File: config.mk
export PLATFORM = sky130hd
export DESIGN_NAME = pgs_div
export DESIGN_NICKNAME = d
export VERILOG_FILES = /design/src/sv/pgs_pkg.sv /design/src/sv/pgs_div.sv
export SDC_FILE = /design/constraint.sdc
export NUM_CORES = 2
export LEC_CHECK = 0
export BUFFER_PORTS_ARGS = -buffer_cell sky130_fd_sc_hd__buf_2
export CORE_ASPECT_RATIO = 1.4
export CORE_MARGIN = 3
export CORE_UTILIZATION = 60
export CTS_CLUSTER_SIZE = 16
export DETAILED_ROUTE_END_ITERATION = 6
export HOLD_SLACK_MARGIN = 0.12
export PLACE_DENSITY = 0.76
export RECOVER_POWER = 100
export REMOVE_ABC_BUFFERS = 1
export SLEW_MARGIN = 20
export SYNTH_ARGS = -nofsm -noshare
export SYNTH_HDL_FRONTEND = slang
export SYNTH_MEMORY_MAX_BITS = 65536
export SYNTH_SLANG_ARGS = --single-unit
export TNS_END_PERCENT = 100
File: constraint.sdc
create_clock -name clk -period 7.4 [get_ports clk]
set_clock_uncertainty 0.05 [all_clocks]
set_input_delay 1.11 -clock clk [delete_from_list [all_inputs] [get_ports clk]]
set_output_delay 1.11 -clock clk [all_outputs]
set_load 0.02 [all_outputs]
File: src/sv/pgs_pkg.sv
package pgs_pkg;

  localparam int UNIFORM_BITS_DEF = 32;
  localparam int SAMPLE_BITS_DEF  = 32;
  localparam int FRAC_BITS_DEF    = 28;

  // ln 2 in Q0.32
  localparam logic [31:0] LN2_Q32 = 32'hB17217F8;

  // one result bit per stage
  localparam int SQRT_STEPS = 32;
  localparam int LOG_STEPS  = 32;
  // quotient of v << j << 31 by the root stays below 2^33
  localparam int DIV_STEPS  = 33;

endpackage

File: src/sv/pgs_div.sv
module pgs_div (
  input  logic        clk,
  input  logic        en,
  input  logic [31:0] in_num,
  input  logic [31:0] in_den,
  output logic [31:0] out_ratio
);
  import pgs_pkg::*;

  localparam logic [32:0] RATIO_MAX = 33'h0_8000_0000;

  logic [31:0] rem_r [DIV_STEPS];
  logic [32:0] nb_r  [DIV_STEPS];
  logic [32:0] quo_r [DIV_STEPS];
  logic [31:0] den_r [DIV_STEPS];
  logic [31:0] ratio_r;

  genvar i;
  for (i = 0; i < DIV_STEPS; i++) begin : g_step
    logic [31:0] cur_rem;
    logic [32:0] cur_nb;
    logic [32:0] cur_quo;
    logic [31:0] cur_den;
    logic [32:0] rem_sh;
    logic        fits;

    // dividend is num << 31; its top 30 bits start as the remainder
    if (i == 0) begin : g_first
      assign cur_rem = {2'b00, in_num[31:2]};
      assign cur_nb  = {in_num[1:0], 31'd0};
      assign cur_quo = '0;
      assign cur_den = in_den;
    end else begin : g_next
      assign cur_rem = rem_r[i-1];
      assign cur_nb  = nb_r[i-1];
      assign cur_quo = quo_r[i-1];
      assign cur_den = den_r[i-1];
    end

    assign rem_sh = {cur_rem, cur_nb[32]};
    assign fits   = rem_sh >= {1'b0, cur_den};

    always_ff @(posedge clk) begin
      if (en) begin
        rem_r[i] <= 32'(fits ? rem_sh - {1'b0, cur_den} : rem_sh);
        nb_r[i]  <= {cur_nb[31:0], 1'b0};
        quo_r[i] <= {cur_quo[31:0], fits};
        den_r[i] <= cur_den;
      end
    end
  end

  always_ff @(posedge clk) begin
    if (en) begin
      ratio_r <= (quo_r[DIV_STEPS-1] > RATIO_MAX) ? RATIO_MAX[31:0]
                                                  : quo_r[DIV_STEPS-1][31:0];
    end
  end

  assign out_ratio = ratio_r;

endmodule

==> reports/results.md <==
* antenna-violating nets left: 0
* TNS Setup: 0 ps
* Worst IR Drop VDD: 0.247 mV
* flop-to-flop setup slack: 750 ps
* cts hold-fix bufs: 0
* most common cell after layout, fill and taps aside: edfxtp_1
* register area share after synthesis: 53.8%
* overall fraction of global-route tracks in use: 31.4%
* sum of routed wire length over all layers: 402000 um
* source of the worst hold timing path: quo_r[0][611]$_DFFE_PP_
* Avg Inst Size Synth: 11.5 um2
* Crit Reg-Reg Startpoint: rem_r[0][801]$_DFFE_PP_
* first element of the critical path: rem_r[0][801]$_DFFE_PP_
* vias in the first global route: 106284
* post-route cell area: 160000 um2
* full die area: 252000 um2
* routability cong.: 1.09
* number of clock buffers inserted by TritonCTS: 273
* depth of the CTS H-tree: 5
* cell area power density: 461 nW/um2
* overall power consumption: 73.7 mW
* final slew viol count: 2310
* cell area after synthesis: 148000 um2
* post-place instance area: 152000 um2
* status: finished with violations
* global-route wire length before repair: 598000 um
* Resized cells post-CTS: 0
* number of sinks driven by the clock tree: 2642
* largest net degree at the start of global routing: 180
* y dimension of the die: 593 um
* maximum clock frequency: 150 MHz
* Tightest Pin Transition: 4070 ps
* Vias/cell: 6.15
* clock buffer depth: 4
* violations in the final reports: DRC, capacitance limit, slew limit
* DR top layer: met5
* DRC violations left: 5
* launching element type of the critical path: register
* Post-Synthesis Cells: 12849
* sum of overflow across all layers after global routing: 0
* share of Yosys cell area claimed by the top area cell type: 53.8%
* worst-path fanout max: 46
* proportion of register bits with asynchronous set or reset after synthesis: 0%
* Final period util: 89.8%
* number of antenna violations at the first check in global routing: 10
* CTS Root Buffer Type: clkbuf_16
* clock transition at the registers of the reported paths: 70 ps
* required arrival time at the worst endpoint: 7940 ps
* detailed-routed wire length on met2: 226000 um
* predominant post-synthesis flop cell: edfxtp_1
* dpl hpwl: 309000 um
* first-pass iteration count of the detailed router: 7
* routed length per placed instance: 24.4 um
* Critical Path Sink Type: register
* largest cells by area after synthesis: edfxtp_1 (54%), ha_1 (8.9%), mux2_2 (4.0%)
* Netlist cell types: 97
* class of the most critical hold timing path: reg -> reg
* final number of hold-violating endpoints: 0
* reported max-cap violation count: 42
* worst skew pair latency: 900 ps
* Synthesis Warnings: 0
* io pins: 98
* area of the core: 244000 um2
* Arrival @ worst endpoint: 7190 ps
* number of synthesized flops with an enable pin: 2642
* proportion of layout cells with a drive suffix above 1: 7.90%
* final number of setup-violating endpoints: 0
* worst relative slew slack: -171%
* shortest period the worst path allows: 6650 ps
* met1 wire length: 110000 um
* routed length on met3: 14900 um
* site row count: 214
* synthesis-to-finish area growth: 8.49%
* RSZ-0062 raised after global routing: no
* drt first-iter violations: 6423
* commonest non-fill, non-tap cells in the layout: edfxtp_1 (2642), inv_1 (1353), a21oi_1 (1059)
* Die Span X: 425 um
* post-CTS repair timing setup buffer count: 0
* Port Buffer Count: 97
* Setup Crit Path Kind: reg -> reg
* NumNets Final: 14174
* via count: 101317
* Leak: 65.4 nW
* post-synthesis cell type with the largest combined area: edfxtp_1
* number of synthesized register bits: 2642
* clock tree from TritonCTS: yes
* effective utilization at floorplan: 60.5%
==> per-stage QoR <==
step           setup WS [ps]  util, %  cells  hold WS (ps)
4_1_cts                 2110     65.9  16453           316
2_1_floorplan           2070        -  12544           350
6_report                 755     65.7  16483           338
3_3_place_gp            1530     62.4  15984           350
3_5_place_dp            1510     62.4  15987           355
5_1_grt                  945     65.7  16478           351
==> logic make-up (layout without fill, tap and decap cells) <==
logic type | count (synthesis) | count (layout) | share of synthesized area (%)
xor gates and xnor gates | 821 | 821 | 4.87
muxes | 598 | 598 | 4.60
and+or+nand+nor | 2729 | 2729 | 8.82
AOI/OAI and AO/OA | 3314 | 3314 | 14.3
other | 0 | 30 | 0
DFF | 2642 | 2642 | 53.8
buffers and inverters | 1659 | 2023 | 4.29
adders and majority gates | 1086 | 1086 | 9.37
==> report_power, final <==
part,total (mW),internal (mW),switching (mW)
Clock,13.5,7.72,5.74
Combinational,35.6,14.9,20.7
Sequential,24.7,22.2,2.45
==> path summary, 6_finish.rpt <==
path / depth (start not counted) / endpoint
max reg2reg: 11 / rem_r[0][852]$_DFFE_PP_
min reg2reg: 0 / quo_r[0][645]$_DFFE_PP_
min: 0 / quo_r[0][645]$_DFFE_PP_
max: 11 / rem_r[0][852]$_DFFE_PP_
==> per-layer routing <==
metal	vias to the layer above	track usage, %
li1	47509	-
met1	48962	23.3
met2	3191	63.2
met3	1649	4.32
met4	6	32.8
met5	-	0
==> state kept, by name, indices dropped and copies added, names as in the netlist <==
name       cells
den_r       1024
rem_r       1024
quo_r        561
out_ratio     32
nb_r           1
==> worst max-delay path, stage by stage, from the launching register on <==
cell and delay [ps]:
edfxtp_1 410, ha_1 390, o21ai_0 250, a21oi_1 110, o41ai_1 1380, o21ai_0 720
a221o_1 540, a41oi_1 500, a21oi_1 270, a41o_1 420, clkbuf_2 660, mux2_1 590
==> area by class of cell <==
class,count,area (um2)
clock inverter,121,1140
fill,17772,83600
clock buffer,345,7310
antenna,30,75.1
tap,3240,4050
multi-input combinational,8548,61900
timing repair buffer,203,1090
sequential,2642,79300
inverter,1354,5080
==> Yosys cell counts, drive strengths merged, types with 20 or more instances <==
cell        n
o31a       35
nor4       45
mux2      556
buf        57
a21oi    1062
clkbuf    248
o31ai      74
a41oi      21
a221oi     28
nor2b     134
a311oi     20
mux2i      42
and4       23
o21a      160
ha       1054
a21boi     59
a21o      557
nand2     776
nand3     196
o21bai    137
nand3b     21
xnor2     524
a31o       23
or2        37
nor3b      24
nor3      147
fa         32
edfxtp   2642
a2111oi    20
and3       74
o2111ai    25
or3        39
a31oi     110
nand4     172
and2       94
nor2      771
o211ai     59
a211oi     86
o21ai     669
xor2      297
inv      1353
nand2b    132
a211o      28
(Power assumes the default switching activity.)
