==> config.mk <==
export PLATFORM = sky130hd
export DESIGN_NAME = pgs_sqrt
export DESIGN_NICKNAME = d
export VERILOG_FILES = /design/src/sv/pgs_pkg.sv /design/src/sv/pgs_sqrt.sv
export SDC_FILE = /design/constraint.sdc
export NUM_CORES = 2
export LEC_CHECK = 0
export BUFFER_PORTS_ARGS = -buffer_cell sky130_fd_sc_hd__buf_2
export CELL_PAD_IN_SITES_DETAIL_PLACEMENT = 1
export CELL_PAD_IN_SITES_GLOBAL_PLACEMENT = 1
export CORE_MARGIN = 2
export CORE_UTILIZATION = 35
export DETAILED_ROUTE_END_ITERATION = 16
export PLACE_DENSITY = 0.66
export SLEW_MARGIN = 20
export SYNTH_ARGS = -nofsm -noshare
export SYNTH_HDL_FRONTEND = slang
export SYNTH_MEMORY_MAX_BITS = 65536
export SYNTH_SLANG_ARGS = --single-unit
export TNS_END_PERCENT = 50
==> constraint.sdc <==
create_clock -name clk -period 8.39 [get_ports clk]
set_input_delay 0.839 -clock clk [delete_from_list [all_inputs] [get_ports clk]]
set_output_delay 0.839 -clock clk [all_outputs]
set_load 0.03 [all_outputs]
==> src/sv/pgs_pkg.sv <==
package pgs_pkg;

  localparam int UNIFORM_BITS_DEF = 32;
  localparam int SAMPLE_BITS_DEF  = 32;
  localparam int FRAC_BITS_DEF    = 28;

  // ln 2 in Q0.32
  localparam logic [31:0] LN2_Q32 = 32'hB17217F8;

  // one result bit per stage
  localparam int SQRT_STEPS = 32;
  localparam int LOG_STEPS  = 32;
  // quotient of v << j << 31 by the root stays below 2^33
  localparam int DIV_STEPS  = 33;

endpackage

==> src/sv/pgs_sqrt.sv <==
module pgs_sqrt #(
  parameter int SB_BITS = 1
) (
  input  logic               clk,
  input  logic               rst_n,
  input  logic               en,
  input  logic               in_v,
  input  logic [63:0]        in_rad,
  input  logic [SB_BITS-1:0] in_sb,
  output logic               out_v,
  output logic [31:0]        out_root,
  output logic [SB_BITS-1:0] out_sb
);
  import pgs_pkg::*;

  logic [SQRT_STEPS-1:0] v_r;
  logic [63:0]           rad_r  [SQRT_STEPS];
  logic [32:0]           rem_r  [SQRT_STEPS];
  logic [31:0]           root_r [SQRT_STEPS];
  logic [SB_BITS-1:0]    sb_r   [SQRT_STEPS];

  genvar i;
  for (i = 0; i < SQRT_STEPS; i++) begin : g_step
    logic               cur_v;
    logic [63:0]        cur_rad;
    logic [32:0]        cur_rem;
    logic [31:0]        cur_root;
    logic [SB_BITS-1:0] cur_sb;
    logic [34:0]        rem_sh;
    logic [34:0]        trial;
    logic               fits;

    if (i == 0) begin : g_first
      assign cur_v    = in_v;
      assign cur_rad  = in_rad;
      assign cur_rem  = '0;
      assign cur_root = '0;
      assign cur_sb   = in_sb;
    end else begin : g_next
      assign cur_v    = v_r[i-1];
      assign cur_rad  = rad_r[i-1];
      assign cur_rem  = rem_r[i-1];
      assign cur_root = root_r[i-1];
      assign cur_sb   = sb_r[i-1];
    end

    // bring down two radicand bits, try root*4+1
    assign rem_sh = {cur_rem, cur_rad[63:62]};
    assign trial  = {1'b0, cur_root, 2'b01};
    assign fits   = rem_sh >= trial;

    always_ff @(posedge clk) begin
      if (!rst_n) begin
        v_r[i] <= 1'b0;
      end else if (en) begin
        v_r[i] <= cur_v;
      end
    end

    always_ff @(posedge clk) begin
      if (en) begin
        rad_r[i]  <= {cur_rad[61:0], 2'b00};
        rem_r[i]  <= 33'(fits ? rem_sh - trial : rem_sh);
        root_r[i] <= {cur_root[30:0], fits};
        sb_r[i]   <= cur_sb;
      end
    end
  end

  assign out_v    = v_r[SQRT_STEPS-1];
  assign out_root = root_r[SQRT_STEPS-1];
  assign out_sb   = sb_r[SQRT_STEPS-1];

endmodule

==> key figures <==
Run status
  – Outcome: finished clean

Worst setup path
  – Critical path peak fanout: 36
  – Critical Path Start Type: flip-flop
  – Crit end category: flip-flop
  – Type of the worst setup path: reg -> reg
  – Arr. time, crit path: 4970 ps
  – CP required: 8990 ps

Floorplanning
  – IO Pins: 103
  – Die height: 586 um
  – Initial Util: 35.2%
  – Core area: 337000 um2
  – Die area: 343000 um2
  – Row cnt: 213
  – Chip Width: 586 um

STA
  – RSZ-0062 raised after global routing: false
  – Slew HR: 30.9%
  – Fin Setup TNS: 0 ps
  – Fmax: 229 MHz
  – Number of failing hold endpoints at the final stage: 0
  – Clock Skew: 52.1 ps
  – Worst setup margin: 4010 ps
  – Slew Viols, Final: 0
  – Tcrit/Tclk final: 52.2%
  – Min cycle time layout: 4380 ps
  – Worst Max-Slew Pin Slew: 1030 ps
  – Setup violators final: 0

Route
  – Final Routed Wirelength: 260 mm
  – Residual DRC: 0
  – First-pass iteration count of the detailed router: 5
  – Via-per-instance ratio: 4.99
  – Antenna-violating nets left: 0
  – Detailed Route Iter0 Violations: 3892
  – Wirelength per Cell: 18.4 um
  – DR vias: 70.6k

Global route
  – Initial antenna violation count: 2
  – Gr usage total: 14.9%
  – Largest net degree at the start of global routing: 162
  – First-pass GRT wire length: 413 mm
  – Vias in the first global route: 74.6k
  – Remaining global-route overflow: 0

CTS
  – Hold_buf cts: 0
  – # resized after CTS: 0
  – TritonCTS clock tree: built
  – Clock root cell: clkbuf_16
  – Clock latency on the worst-skew pair: 890 ps
  – H-tree Lvls: 5
  – Post-CTS setup buffers: 0
  – Clock Sinks: 2559
  – Clock slew at reported path FFs: 60 ps
  – Max clock buf depth: 4
  – Cts bufs inserted: 294

Yosys
  – Post-Syn Nets: 9783
  – Post-synth design cell area: 118000 um2
  – #FFs+latches synth: 2559
  – Cells after Synth: 9153
  – Avg Inst Size Synth: 12.9 um2
  – Post-synth EDFFs: 2527
  – Async S/R FF share, synth: 0%
  – Sequential area share after synthesis: 64.6%
  – Largest area contributor in the netlist: edfxtp_1
  – Synth top cells by count: edfxtp_1, inv_1, nand2_1, nor2_1, a21oi_1
  – Most used DFF post-synth: edfxtp_1
  – Synth cell types: 95
  – Count leader, synth: edfxtp_1
  – Top-area cell type share of the netlist area: 64.1%
  – Top post-synthesis cells by area: edfxtp_1, ha_1, xor2_1, xnor2_1, a21oi_1
  – Yosys warnings: 0

Flow run
  – Max-cap viol count: 0

Layout
  – Layout cells sized above 1: 7.76%
  – Filler Cell Count: 35.1k
  – Area growth from synthesis to layout: 13.1%
  – Final net count: 10.0k
  – Final instance area: 134000 um2

Pwr
  – Leakage: 50.5 nW
  – Logic pwr share: 19.8%
  – Psw: 0.0105 W
  – Pint: 0.0266 W
  – Flop pwr share: 46.2%
  – Tot Pwr: 0.0372 W
  – Worst VDD drop: 0.205 mV
  – Sw frac: 28.4%
  – Clock group share of total power: 34.0%
  – PwrDens: 278 nW/um2

Place
  – Post-Place Cell Area: 124000 um2
  – Hpwl dp: 188 mm
  – PortBufs: 102
  – RD Place Congestion: 0.878
  – Pre-CTS setup slack: 4020 ps

Hold path
  – Hold WC Path Type: in -> reg
kinds of logic (layout without fill, tap and decap cells):
logic type | Yosys count | count (layout) | share of synthesized area (%)
buf+inv | 876 | 1358 | 2.82
mux | 134 | 134 | 1.22
xor+xnor | 807 | 807 | 5.97
flops | 2559 | 2559 | 64.6
compound gates | 1785 | 1785 | 9.26
fa+ha+maj | 561 | 561 | 5.93
simple gates | 2430 | 2430 | 10.2
other cells | 1 | 4 | 0.00317
metal layers:
metal | vias to the layer above | GRT usage [%] | wire length, um
met5 | - | 0 | 0
met4 | 0 | 4.95 | 8370
met3 | 480 | 1.82 | 7410
met2 | 875 | 27.4 | 134000
met1 | 35000 | 18.0 | 110000
li1 | 34200 | - | -
worst paths after layout:
kind	from	to	slack (ps)	cells past startpoint
worst max register to register	rem_r[5][0]	rem_r[5][45]	4010	11
worst min register to register	rad_r[4][174]	rad_r[4][238]	400	0
worst min-delay path	in_rad[51]	rad_r[0][51]	120	1
worst max-delay path	rem_r[5][0]	rem_r[5][45]	4010	11
critical path, stage by stage (launching register included):
cell	delay (ps)
edfxtp_1	390
ha_1	390
o21ai_0	160
a211oi_1	360
a21o_1	220
a21oi_1	80
o21ai_0	600
a221oi_1	340
nor3_1	300
nand2b_1	430
buf_4	450
mux2_2	380
flip-flops by register name, indices dropped and copies added (netlist names):
name / flops
g_step.cur_v: 31
out_v: 1
rad_r: 992
rem_r: 975
root_r: 528
sb_r: 32
layout by cell type (no fill, tap or decap), types with 54 or more instances in the layout:
| cell type | netlist | final |
|---|---|---|
| a21o_1 | 230 | 230 |
| a21oi_1 | 586 | 584 |
| a31oi_1 | 55 | 55 |
| buf_2 | 13 | 101 |
| clkbuf_1 | 162 | 59 |
| clkbuf_16 | 0 | 299 |
| clkinv_1 | 0 | 54 |
| edfxtp_1 | 2527 | 2527 |
| ha_1 | 561 | 561 |
| inv_1 | 676 | 676 |
| mux2_2 | 81 | 81 |
| nand2_1 | 618 | 618 |
| nand2b_1 | 119 | 119 |
| nand3_1 | 137 | 137 |
| nand4_1 | 90 | 90 |
| nor2_1 | 598 | 598 |
| nor2b_1 | 122 | 122 |
| nor3_1 | 227 | 225 |
| nor4_1 | 115 | 114 |
| o21a_1 | 103 | 103 |
| o21ai_0 | 461 | 461 |
| o31ai_1 | 54 | 54 |
| or3_1 | 108 | 107 |
| or4_1 | 57 | 56 |
| xnor2_1 | 397 | 397 |
| xor2_1 | 410 | 410 |
metrics by stage:
stage	util (%)	instances	hold slack (ps)
floorplan	-	9153	400
global placement	37.0	13600	400
detailed placement	37.0	13600	405
CTS	39.8	14200	7.78
global route	39.8	14200	42.3
finish	39.8	14200	117
layout make-up:
type | instances | area [um2] | share of cell area [%]
inverter | 678 | 2540 | 1.90
multi-input combinational | 5718 | 38600 | 28.8
sequential | 2559 | 76500 | 57.2
clock buffer | 358 | 7700 | 5.76
antenna | 3 | 7.51 | 0.00561
tap | 4515 | 5650 | 4.22
clock inverter | 168 | 1750 | 1.31
timing repair buffer | 154 | 1080 | 0.809
power groups by stage:
| stage | registers, W | clock network, W | logic (W) |
|---|---|---|---|
| after floorplan | 0.0169 | 0 | 0.00538 |
| after global placement | 0.0174 | 0 | 0.00711 |
| after detailed placement | 0.0175 | 0 | 0.00732 |
| after CTS | 0.0172 | 0.0131 | 0.00738 |
| after global routing | 0.0174 | 0.0135 | 0.00824 |
| final | 0.0172 | 0.0126 | 0.00735 |
No activity file was read; power rests on OpenSTA's default activity.
